===== src/gsrp_pkg.sv =====
package gsrp_pkg;

    localparam int VALUE_BITS_DEF = 20;
    localparam int RAW_W          = 20;
    localparam int SCALED_W       = 37;
    localparam int GAIN_W         = 16;
    localparam int QUEUE_DEPTH    = 2;

    localparam logic [7:0] CH_CO2   = 8'h5A;  // 'Z'
    localparam logic [7:0] CH_HUM   = 8'h48;  // 'H'
    localparam logic [7:0] CH_TEMP  = 8'h54;  // 'T'
    localparam logic [7:0] CH_MULT  = 8'h2E;  // '.'
    localparam logic [7:0] CH_ZERO  = 8'h47;  // 'G'
    localparam logic [7:0] CH_ALT   = 8'h53;  // 'S'
    localparam logic [7:0] CH_CR    = 8'h0D;
    localparam logic [7:0] CH_DIG0  = 8'h30;
    localparam logic [7:0] CH_DIG9  = 8'h39;

    localparam int TEMP_OFFSET = 1000;

    typedef enum logic [2:0] {
        KIND_CO2  = 3'd0,
        KIND_HUM  = 3'd1,
        KIND_TEMP = 3'd2,
        KIND_MULT = 3'd3,
        KIND_ZERO = 3'd4,
        KIND_ALT  = 3'd5
    } t_kind;

    typedef enum logic [2:0] {
        MODE_IDLE = 3'd0,
        MODE_CO2  = 3'd1,
        MODE_HUM  = 3'd2,
        MODE_TEMP = 3'd3,
        MODE_MULT = 3'd4,
        MODE_ZERO = 3'd5,
        MODE_ALT  = 3'd6
    } t_mode;

    typedef struct packed {
        logic full;
        logic empty;
    } t_queue_status;

    function automatic t_mode header_mode(input logic [7:0] b);
        t_mode m;
        unique case (b)
            CH_CO2:  m = MODE_CO2;
            CH_HUM:  m = MODE_HUM;
            CH_TEMP: m = MODE_TEMP;
            CH_MULT: m = MODE_MULT;
            CH_ZERO: m = MODE_ZERO;
            CH_ALT:  m = MODE_ALT;
            default: m = MODE_IDLE;
        endcase
        return m;
    endfunction

    function automatic t_kind mode_kind(input t_mode m);
        t_kind k;
        unique case (m)
            MODE_HUM:  k = KIND_HUM;
            MODE_TEMP: k = KIND_TEMP;
            MODE_MULT: k = KIND_MULT;
            MODE_ZERO: k = KIND_ZERO;
            MODE_ALT:  k = KIND_ALT;
            default:   k = KIND_CO2;
        endcase
        return k;
    endfunction

endpackage


===== src/gas_sensor_reply_parser_top.sv =====
// Gas sensor reply parser: takes one received ASCII byte per transfer and
// emits one result per completed reply (header letter, digits, carriage
// return). A byte is taken every cycle as long as the two-entry result queue
// has room; the front parser accumulates each digit as it takes it, which
// sets that rate. A result enters the queue on the same edge that takes the
// carriage return that ends its reply; once the output register is free, it
// moves from the queue through the scaling multiply into the output
// register. The back end owns the CO2 gain, so a multiplier reply affects
// only CO2 results queued after it.
module gas_sensor_reply_parser_top #(
    parameter int VALUE_BITS = gsrp_pkg::VALUE_BITS_DEF
) (
    input  logic                                 i_clk,
    input  logic                                 i_rst_n,
    input  logic                                 i_valid,
    output logic                                 o_stall,
    input  logic [7:0]                           i_rx_byte,
    output logic                                 o_valid,
    input  logic                                 i_stall,
    output logic [2:0]                           o_reply_kind,
    output logic [gsrp_pkg::RAW_W-1:0]           o_raw_number,
    output logic signed [gsrp_pkg::SCALED_W-1:0] o_scaled_number
);
    import gsrp_pkg::*;

    t_queue_status         q_status;
    logic                  take;
    logic                  push;
    logic                  pop;
    t_kind                 f_kind, q_kind;
    logic [VALUE_BITS-1:0] f_raw, q_raw;

    // Hold off input only when the queue cannot absorb a completed reply.
    assign o_stall = q_status.full;
    assign take    = i_valid && !q_status.full;

    // Front: classify bytes, accumulate digits, push on carriage return.
    gsrp_front #(.VALUE_BITS(VALUE_BITS)) u_front (
        .i_clk   (i_clk),
        .i_rst_n (i_rst_n),
        .i_take  (take),
        .i_byte  (i_rx_byte),
        .o_push  (push),
        .o_kind  (f_kind),
        .o_raw   (f_raw)
    );

    // Queue: decouple the parser from output backpressure.
    gsrp_queue #(.VALUE_BITS(VALUE_BITS)) u_queue (
        .i_clk    (i_clk),
        .i_rst_n  (i_rst_n),
        .i_push   (push),
        .i_kind   (f_kind),
        .i_raw    (f_raw),
        .i_pop    (pop),
        .o_kind   (q_kind),
        .o_raw    (q_raw),
        .o_status (q_status)
    );

    // Back: scale by kind, track the CO2 gain, register the result.
    gsrp_back #(.VALUE_BITS(VALUE_BITS)) u_back (
        .i_clk           (i_clk),
        .i_rst_n         (i_rst_n),
        .i_status        (q_status),
        .i_kind          (q_kind),
        .i_raw           (q_raw),
        .o_pop           (pop),
        .i_stall         (i_stall),
        .o_valid         (o_valid),
        .o_reply_kind    (o_reply_kind),
        .o_raw_number    (o_raw_number),
        .o_scaled_number (o_scaled_number)
    );

endmodule


===== src/gsrp_front.sv =====
module gsrp_front #(
    parameter int VALUE_BITS = gsrp_pkg::VALUE_BITS_DEF
) (
    input  logic                  i_clk,
    input  logic                  i_rst_n,
    input  logic                  i_take,
    input  logic [7:0]            i_byte,
    output logic                  o_push,
    output gsrp_pkg::t_kind       o_kind,
    output logic [VALUE_BITS-1:0] o_raw
);
    import gsrp_pkg::*;

    localparam int ACC_W = VALUE_BITS + 4;

    t_mode                 r_mode, n_mode;
    logic [VALUE_BITS-1:0] r_accum, n_accum;
    logic [ACC_W-1:0]      acc_ext;
    logic [ACC_W-1:0]      acc_next;
    logic                  is_digit;

    assign is_digit = (i_byte >= CH_DIG0) && (i_byte <= CH_DIG9);
    assign acc_ext  = {4'b0000, r_accum};
    assign acc_next = (acc_ext << 3) + (acc_ext << 1)
                    + ACC_W'(i_byte - CH_DIG0);

    always_ff @(posedge i_clk) begin
        if (!i_rst_n) begin
            r_mode  <= MODE_IDLE;
            r_accum <= '0;
        end else begin
            r_mode  <= n_mode;
            r_accum <= n_accum;
        end
    end

    always_comb begin
        n_mode  = r_mode;
        n_accum = r_accum;
        o_push  = 1'b0;
        if (i_take) begin
            unique case (r_mode)
                MODE_IDLE: begin
                    n_mode = header_mode(i_byte);
                end
                default: begin
                    if (is_digit) begin
                        // hold at all ones on overflow
                        n_accum = (acc_next[ACC_W-1:VALUE_BITS] != 4'b0000)
                                ? {VALUE_BITS{1'b1}} : acc_next[VALUE_BITS-1:0];
                    end else if (i_byte == CH_CR) begin
                        o_push  = 1'b1;
                        n_mode  = MODE_IDLE;
                        n_accum = '0;
                    end
                end
            endcase
        end
    end

    assign o_kind = mode_kind(r_mode);
    assign o_raw  = r_accum;

endmodule


===== src/gsrp_queue.sv =====
module gsrp_queue #(
    parameter int VALUE_BITS = gsrp_pkg::VALUE_BITS_DEF
) (
    input  logic                   i_clk,
    input  logic                   i_rst_n,
    input  logic                   i_push,
    input  gsrp_pkg::t_kind        i_kind,
    input  logic [VALUE_BITS-1:0]  i_raw,
    input  logic                   i_pop,
    output gsrp_pkg::t_kind        o_kind,
    output logic [VALUE_BITS-1:0]  o_raw,
    output gsrp_pkg::t_queue_status o_status
);
    import gsrp_pkg::*;

    localparam int PTR_W = $clog2(QUEUE_DEPTH);
    localparam int CNT_W = $clog2(QUEUE_DEPTH + 1);

    t_kind                 r_kind [QUEUE_DEPTH];
    logic [VALUE_BITS-1:0] r_raw  [QUEUE_DEPTH];
    logic [PTR_W-1:0]      r_wr, r_rd;
    logic [CNT_W-1:0]      r_count;

    assign o_status.full  = (r_count == CNT_W'(QUEUE_DEPTH));
    assign o_status.empty = (r_count == '0);
    assign o_kind = r_kind[r_rd];
    assign o_raw  = r_raw[r_rd];

    always_ff @(posedge i_clk) begin
        if (i_push) begin
            r_kind[r_wr] <= i_kind;
            r_raw[r_wr]  <= i_raw;
        end
    end

    always_ff @(posedge i_clk) begin
        if (!i_rst_n) begin
            r_wr    <= '0;
            r_rd    <= '0;
            r_count <= '0;
        end else begin
            if (i_push) begin
                r_wr <= (r_wr == PTR_W'(QUEUE_DEPTH - 1)) ? '0 : r_wr + 1'b1;
            end
            if (i_pop) begin
                r_rd <= (r_rd == PTR_W'(QUEUE_DEPTH - 1)) ? '0 : r_rd + 1'b1;
            end
            r_count <= r_count + CNT_W'(i_push) - CNT_W'(i_pop);
        end
    end

    a_no_overflow: assert property (@(posedge i_clk) disable iff (!i_rst_n)
        !(i_push && o_status.full))
        else $error("queue push while full");

    a_no_underflow: assert property (@(posedge i_clk) disable iff (!i_rst_n)
        !(i_pop && o_status.empty))
        else $error("queue pop while empty");

    a_count_bound: assert property (@(posedge i_clk) disable iff (!i_rst_n)
        r_count <= CNT_W'(QUEUE_DEPTH))
        else $error("queue count beyond depth");

    a_count_step: assert property (@(posedge i_clk) disable iff (!i_rst_n)
        (i_push && !i_pop) |=> (r_count == $past(r_count) + 1'b1))
        else $error("queue count did not advance on push");

endmodule


===== src/gsrp_back.sv =====
module gsrp_back #(
    parameter int VALUE_BITS = gsrp_pkg::VALUE_BITS_DEF
) (
    input  logic                                i_clk,
    input  logic                                i_rst_n,
    input  gsrp_pkg::t_queue_status             i_status,
    input  gsrp_pkg::t_kind                     i_kind,
    input  logic [VALUE_BITS-1:0]               i_raw,
    output logic                                o_pop,
    input  logic                                i_stall,
    output logic                                o_valid,
    output logic [2:0]                          o_reply_kind,
    output logic [gsrp_pkg::RAW_W-1:0]          o_raw_number,
    output logic signed [gsrp_pkg::SCALED_W-1:0] o_scaled_number
);
    import gsrp_pkg::*;

    localparam int PROD_W = VALUE_BITS + GAIN_W;

    logic [GAIN_W-1:0]                r_gain;
    logic                             r_valid;
    t_kind                            r_kind;
    logic [RAW_W-1:0]                 r_raw_out;
    logic signed [SCALED_W-1:0]       r_scaled;
    logic [PROD_W-1:0]                prod;
    logic [PROD_W+SCALED_W-1:0]       prod_ext;
    logic [VALUE_BITS+RAW_W-1:0]      raw_out_ext;
    logic [VALUE_BITS+SCALED_W-1:0]   raw_sc_ext;
    logic signed [SCALED_W-1:0]       raw_sc;
    logic signed [SCALED_W-1:0]       n_scaled;

    assign o_pop = !i_status.empty && (!r_valid || !i_stall);

    assign prod        = PROD_W'(i_raw) * PROD_W'(r_gain);
    assign prod_ext    = {{SCALED_W{1'b0}}, prod};
    assign raw_out_ext = {{RAW_W{1'b0}}, i_raw};
    assign raw_sc_ext  = {{SCALED_W{1'b0}}, i_raw};
    assign raw_sc      = $signed(raw_sc_ext[SCALED_W-1:0]);

    always_comb begin
        unique case (i_kind)
            KIND_CO2:  n_scaled = $signed(prod_ext[SCALED_W-1:0]);
            KIND_TEMP: n_scaled = raw_sc - SCALED_W'(TEMP_OFFSET);
            default:   n_scaled = raw_sc;
        endcase
    end

    always_ff @(posedge i_clk) begin
        if (!i_rst_n) begin
            r_valid <= 1'b0;
            r_gain  <= GAIN_W'(1);
        end else begin
            if (o_pop) begin
                r_valid <= 1'b1;
            end else if (!i_stall) begin
                r_valid <= 1'b0;
            end
            if (o_pop && i_kind == KIND_MULT) begin
                r_gain <= (i_raw[VALUE_BITS-1:GAIN_W] != '0)
                        ? {GAIN_W{1'b1}} : i_raw[GAIN_W-1:0];
            end
        end
    end

    always_ff @(posedge i_clk) begin
        if (o_pop) begin
            r_kind    <= i_kind;
            r_raw_out <= raw_out_ext[RAW_W-1:0];
            r_scaled  <= n_scaled;
        end
    end

    assign o_valid         = r_valid;
    assign o_reply_kind    = r_kind;
    assign o_raw_number    = r_raw_out;
    assign o_scaled_number = r_scaled;

endmodule


===== config.mk =====
export PLATFORM = sky130hd
export DESIGN_NAME = gas_sensor_reply_parser_top
export DESIGN_NICKNAME = d
export VERILOG_FILES = /design/src/gsrp_pkg.sv /design/src/gas_sensor_reply_parser_top.sv /design/src/gsrp_front.sv /design/src/gsrp_queue.sv /design/src/gsrp_back.sv
export SDC_FILE = /design/constraint.sdc
export NUM_CORES = 1
export LEC_CHECK = 0
export ABC_AREA = 0
export BUFFER_PORTS_ARGS = -buffer_cell sky130_fd_sc_hd__buf_2
export CAP_MARGIN = 20
export CORE_MARGIN = 1.5
export CORE_UTILIZATION = 29
export DETAILED_ROUTE_END_ITERATION = 6
export GPL_ROUTABILITY_DRIVEN = 1
export HOLD_SLACK_MARGIN = 0.1
export PLACE_DENSITY_LB_ADDON = 0.1
export SYNTH_ARGS = -nofsm -noshare
export SYNTH_HDL_FRONTEND = slang
export SYNTH_SLANG_ARGS = --single-unit

===== constraint.sdc =====
create_clock -name i_clk -period 20.1 [get_ports i_clk]
set_input_delay 4.02 -clock i_clk [delete_from_list [all_inputs] [get_ports i_clk]]
set_output_delay 4.02 -clock i_clk [all_outputs]
set_load 0.005 [all_outputs]

Yosys cells after proc, flatten, opt, wreduce, memory -nomap -nowiden
Memories as Yosys holds them, arrays and structs flattened. A register that Yosys moved wholly into a read port is not among the register bits.
Cells that the tools add are included.
{"block": "op_classes", "addsub": 8, "mul": 1, "div": 0, "n_lt_le_gt_ge": 2, "n_eq_ne": 17, "shift": 0, "mux": 24, "n_bitwise": 1, "n_reduce_logical": 18}
{"operator": "$pmux W37 S2", "n": 1}
{"operator": "$mux W20", "n": 3}
{"operator": "$eq A8 B7 Y1 const B", "n": 5}
{"operator": "$mul A20 B16 Y36", "n": 1}
{"operator": "$add A23 B21 Y24", "n": 1}
{"operator": "$add A24 B24 Y24", "n": 1}
{"operator": "$sub A20 B10 Y21 const B", "n": 1}
{"operator": "$pmux W3 S6", "n": 1}
{"operator": "$mux W16", "n": 1}
{"operator": "$pmux W3 S5", "n": 1}
{"operator": "$mux W1", "n": 14}
{"operator": "$eq A3 B2 Y1 const B", "n": 4}
{"operator": "$eq A3 B3 Y1 const B", "n": 3}
{"operator": "$mux W3", "n": 3}
{"operator": "$sub A8 B6 Y9 const B", "n": 1}
{"operator": "$eq A8 B4 Y1 const B", "n": 1}
{"operator": "$eq A8 B6 Y1 const B", "n": 1}
{"operator": "$ge A8 B6 Y1 const B", "n": 1}
{"operator": "$le A8 B6 Y1 const B", "n": 1}
{"operator": "$reduce_bool A4 Y1", "n": 2}
{"operator": "$logic_not A3 Y1", "n": 2}
{"operator": "$reduce_and A3 Y1", "n": 2}
{"operator": "$logic_and A1 B1 Y1", "n": 4}
{"operator": "$logic_not A1 Y1", "n": 4}
{"operator": "10 further kinds", "n": 12}
{"block": "totals", "ff_bits": 104, "latchBits": 0, "ramBits": 46, "mem_bits_ro": 0, "input_bits": 12, "out_inout_bits": 62, "word_cells": 83, "mem_count": 2}
{"name": "u_queue.r_raw", "depth": 2, "word_bits": 20, "read_ports": 1, "rd_clocked_by_memory_dff": 1, "wr": 1, "line_no": "gsrp_queue.sv:20", "rtl": "logic [VALUE_BITS-1:0] r_raw [QUEUE_DEPTH];"}
{"name": "u_queue.r_kind", "depth": 2, "word_bits": 3, "read_ports": 1, "rd_clocked_by_memory_dff": 1, "wr": 1, "line_no": "gsrp_queue.sv:19", "rtl": "t_kind r_kind [QUEUE_DEPTH];"}

Longest topological paths before layout
{"block": "logic_depth", "ltp_word": 7, "depth_mapped": 27, "mapped_depth_nobuf": 24}

Modules after synthesis
Synthesis repeated with hierarchy kept, for this count alone.
{"block": "unflattened", "hier_cells": 1906, "hier_area_um2": 18395.1}
{"module": "gsrp_back", "n_inst": 1, "cells_each": 1515, "area_per_inst_um2": 13804.5, "seq_area_each_um2": 2142.1}
{"module": "gsrp_front", "n_inst": 1, "cells_each": 298, "area_per_inst_um2": 2688.8, "seq_area_each_um2": 460.4}
{"module": "gsrp_queue", "n_inst": 1, "cells_each": 92, "area_per_inst_um2": 1888.1, "seq_area_each_um2": 1481.4}
{"module": "gas_sensor_reply_parser_top", "n_inst": 1, "cells_each": 1, "area_per_inst_um2": 13.8, "seq_area_each_um2": 0.0}

Worst setup path before layout
Ideal clock, no wire load.
{"block": "synth_path", "path_type": "input-to-reg", "start": "in i_rx_byte[4]", "end": "reg u_front.r_accum[1], in the netlist u_front.o_raw[1]", "setup_time_ps": 122, "t_arrival_ps": 8592, "required_time_ps": 19978, "path_slack_ps": 11386, "path_stages": 13, "path_buffers": 1, "cell_sequence": "ha_1 -> nor3_1 -> fa_1 -> ha_1 -> a21o_1 -> a21oi_1 -> o211ai_1 -> a311oi_1 -> o221ai_1 -> or3_1 -> o41a_1 -> buf_6 -> a221o_1"}
{"block": "synth_between", "elab_chain_cells": 5, "word_cells_on_any_way": 11, "cone_classes": "add/sub (2); order compare (2); eq/ne (1); mux (2); reduce/logical (4)"}
{"element": "start, declared", "line_no": "gas_sensor_reply_parser_top.sv:17", "rtl": "input logic [7:0] i_rx_byte,"}
{"element": "$sub A8 B6 Y9", "line_no": "gsrp_front.sv:25", "rtl": "+ ACC_W'(i_byte - CH_DIG0);"}
{"element": "$add A24 B24 Y24", "line_no": "gsrp_front.sv:25"}
{"element": "$reduce_bool A4 Y1", "line_no": "gsrp_front.sv:49", "rtl": "n_accum = (acc_next[ACC_W-1:VALUE_BITS] != 4'b0000)"}
{"element": "$mux W20", "line_no": "gsrp_front.sv:50", "rtl": "? {VALUE_BITS{1'b1}} : acc_next[VALUE_BITS-1:0];"}
{"element": "$mux W20", "line_no": "gsrp_front.sv:47", "rtl": "if (is_digit) begin"}
{"element": "end signal, assigned", "line_no": "gsrp_front.sv:33", "rtl": "r_accum <= n_accum;"}
{"element": "end, declared", "line_no": "gsrp_front.sv:17", "rtl": "logic [VALUE_BITS-1:0] r_accum, n_accum;"}
Several ways; a longest one is shown, not always the timed one.
A chain may end at the register's enable or synchronous reset.

==> out/qor.yml <==
place:
  port-buffer-count: 73
  gp_congestion: 0.803
  dp_slack_ns: 11.86
  post-dp-hpwl_um: 38700
finish:
  fillers: 6394
  drive_gt1_share_pct: 8.76
  nets: 2314
  area_growth_pct: 10.8
synthesis:
  synth_ff_type: "edfxtp_1"
  synth_area_um2: 18100
  synth_edf_count: 106
  yosysTopAreaCellShare_pct: 29.8
  synthTopCellsByArea: "fa_1 30%, edfxtp_1 18%, ha_1 9.7%, inv_1 6.8%, and2_1 5.3%"
  synth_commonest_cells: "325 x inv_1, 269 x fa_1, 237 x nand2_1"
  yosysSeqAreaShare_pct: 22.6
  yosysWarnings: 0
  syn_inst: 1872
  avgSynthCellArea_um2: 9.64
  synth_cell_type_count: 67
  async_reset_ff_share_pct: 0
  synth_fp_nets: 2293
  ys_seq_elements: 151
  post-synth-top-count-cell: "inv_1"
  yosysTopAreaCell: "fa_1"
power:
  peakVddDrop_v: 0.0000738
  power_density_nw_per_um2: 63.8
  power.static_leakage_nw: 9.19
sta:
  hold_viol_final: 0
  finalSetupViolations: 0
  rsz0062_at_grt: "no"
  timing.setup.tns_ns: 0
  finClkSkew_ns: 0.0129
  tightest_slew_ns: 1.06
  max_slew_margin_pct: 29.0
  fin_crit_ns: 8.26
  fmax_mhz: 121
  fin_crit_sh_pct: 41.1
  worst_slack_ns: 11.84
  drv_slew: 0
run_status:
  outcome: "completed"
setup_path:
  reg2reg_to: "u_back.o_scaled_number[32]"
  path_cells: "buf_4 -> mux2i_1 -> clkinv_1 -> nand2_1 -> fa_1 -> fa_1 -> fa_1 -> fa_1 -> inv_1 -> fa_1 -> inv_1 -> fa_1 -> inv_1 -> ha_1 -> a211oi_1 -> nor2_1 -> o311ai_0 -> nand4_1 -> and3_1 -> o2111a_1 -> o31a_1 -> o31ai_1"
  crit_type: "reg2reg"
  crit_path_max_incr_delay_ns: 0.74
  required_ns: 20.37
  critPathArrivalTime_ns: 8.53
  worstSetupEndpoint: "u_back.o_scaled_number[32]"
  path_max_fanout: 31
  slowest_stage: "clkinv_1"
  start_kind: "register"
  cp_common_cell: "fa_1"
  r2r_slack_ns: 11.84
  ff2ff_path_depth: 22
  cp-end-kind: "register"
route:
  routed_wl_um: 52600
  routed.top_layer: "met4"
  vias_per_cell: 4.69
  drt-initial-drc-count: 648
  route.met2.wl_um: 24900
  wl_met3_um: 1360
  antenna_left: 0
  vias: 12900
  dr.pass1.iters: 5
  drc: 0
  wl_met1_um: 25200
  wl_per_cell_um: 19.1
global_routing:
  grt_overflow: 0
  grt_pass1_wl_um: 83900
  first_global_vias: 13900
  grt_usage_pct: 17.5
  antenna_found_initial: 1
  grt_max_degree: 63
clock_network:
  cts_buffer_depth: 2
  clk_latency_ns: 0.47
  clk_transition_reported_paths_ns: 0.07
  h-tree-depth: 4
  hold_buffers: 0
  cts_resized: 0
  postCtsSetupRepairBufs: 0
  cts_tree: "built"
  clock-sinks: 151
  numCtsBuffers: 17
  cts-root-buf: "clkbuf_16"
floorplanning:
  die-area_um2: 63800
  core_region_area_um2: 61600
  fp.dieH_um: 253
  fp.dieW_um: 253
  pin_count: 74
  start_util_pct: 29.3
  rows: 91
run:
  cap_violations: 0
min_path:
  holdCritPathClass: "reg2reg"
power breakdown:
group          internal (mW)  switching (mW)  total [mW]
logic                  0.185           0.321       0.505
registers              0.408          0.0236       0.432
clock network          0.183           0.156       0.340
total                  0.776           0.501        1.28
worst max-delay path: cells and delay by family, from the launching register on:
kind | cells | cell delay (ns)
multiplexers | 1 | 0.42
AND/OR/NAND/NOR | 4 | 1.00
buffers and inverters | 5 | 1.26
AO/OA/AOI/OAI | 5 | 1.65
adder cells (fa/ha/maj) | 7 | 3.39
flip-flops | 1 | 0.31
metrics by stage:
step | hold WS [ns] | area, um^2 | utilization, % | total power [mW] | cells
2_1_floorplan | 0.448 | 18100 | - | 0.757 | 1872
3_3_place_gp | 0.519 | 19300 | 31.3 | 0.950 | 2707
3_5_place_dp | 0.526 | 19400 | 31.5 | 0.946 | 2711
4_1_cts | 0.541 | 20000 | 32.5 | 1.30 | 2743
5_1_grt | 0.560 | 20000 | 32.5 | 1.37 | 2743
6_report | 0.542 | 20000 | 32.5 | 1.28 | 2745
cell type report:
class / instances / area (um^2) / area share (%)
diodes: 2 / 5.00 / 0.0250
repair buffers: 100 / 648 / 3.24
flip-flops and latches: 151 / 4080 / 20.4
multi-input cells: 1297 / 12400 / 62.0
clock buffers: 18 / 450 / 2.25
clock inverters: 14 / 150 / 0.751
inverters: 326 / 1220 / 6.12
well taps: 837 / 1050 / 5.24
flip-flops by register name, summed over array words and instances, names as in the netlist, named ones only:
register,cells
u_back.r_gain,16
u_queue.r_raw,40
u_back.o_raw_number,20
u_queue.r_kind,6
u_queue.r_wr,1
u_front.o_raw,20
u_back.o_reply_kind,3
u_queue.r_rd,1
u_back.o_scaled_number,37
u_back.o_valid,1
u_queue.r_count,2
u_front.r_mode,3
per-layer routing:
| metal | global-route usage, % | up-vias |
|---|---|---|
| li1 | - | 6067 |
| met4 | 5.17 | 0 |
| met2 | 29.0 | 210 |
| met5 | 0 | - |
| met3 | 2.01 | 55 |
| met1 | 24.0 | 6545 |
cells in the final DEF, fill, tap and decap left out, types with 7 or more instances in the layout:
master	instances
inv_1	325
fa_1	269
nand2_1	237
and2_1	152
ha_1	140
edfxtp_1	106
a21oi_1	73
buf_2	73
o21ai_0	58
nor2_1	50
dfxtp_1	45
xnor2_1	33
xor2_1	25
buf_4	23
a221o_1	21
nand3_1	20
clkbuf_16	18
a21o_1	17
mux2_2	15
nor3_1	13
o21a_1	12
o211ai_1	9
nor2b_1	9
nand2b_1	9
nand4_1	9
mux2i_1	8
o21bai_1	8
o22ai_1	8
o221a_2	8
or3_1	7
how the worst min path moves through the flow:
| stage | to | slack [ns] | cells after the start | start |
|---|---|---|---|---|
| after floorplan | u_queue.r_raw[0][4] | 0.45 | 0 | u_front.o_raw[4] |
| after global placement | u_back.r_gain[11] | 0.52 | 1 | u_back.r_gain[11] |
| after detailed placement | u_back.r_gain[7] | 0.53 | 1 | u_back.r_gain[7] |
| after CTS | u_back.r_gain[8] | 0.54 | 1 | u_back.r_gain[8] |
| after global routing | u_queue.r_raw[0][3] | 0.56 | 0 | u_front.o_raw[3] |
| final | u_back.r_gain[7] | 0.54 | 1 | u_back.r_gain[7] |
logic make-up after synthesis:
logic type / count (synthesis) / synth area share (%)
and+or+nand+nor: 535 / 14.4
buffers and inverters: 424 / 8.91
adders and majority gates: 409 / 39.5
AOI/OAI and AO/OA: 272 / 10.3
DFF: 151 / 22.6
xor gates and xnor gates: 58 / 2.81
muxes: 23 / 1.38
Note: power is estimated with default switching activity, not from simulation.
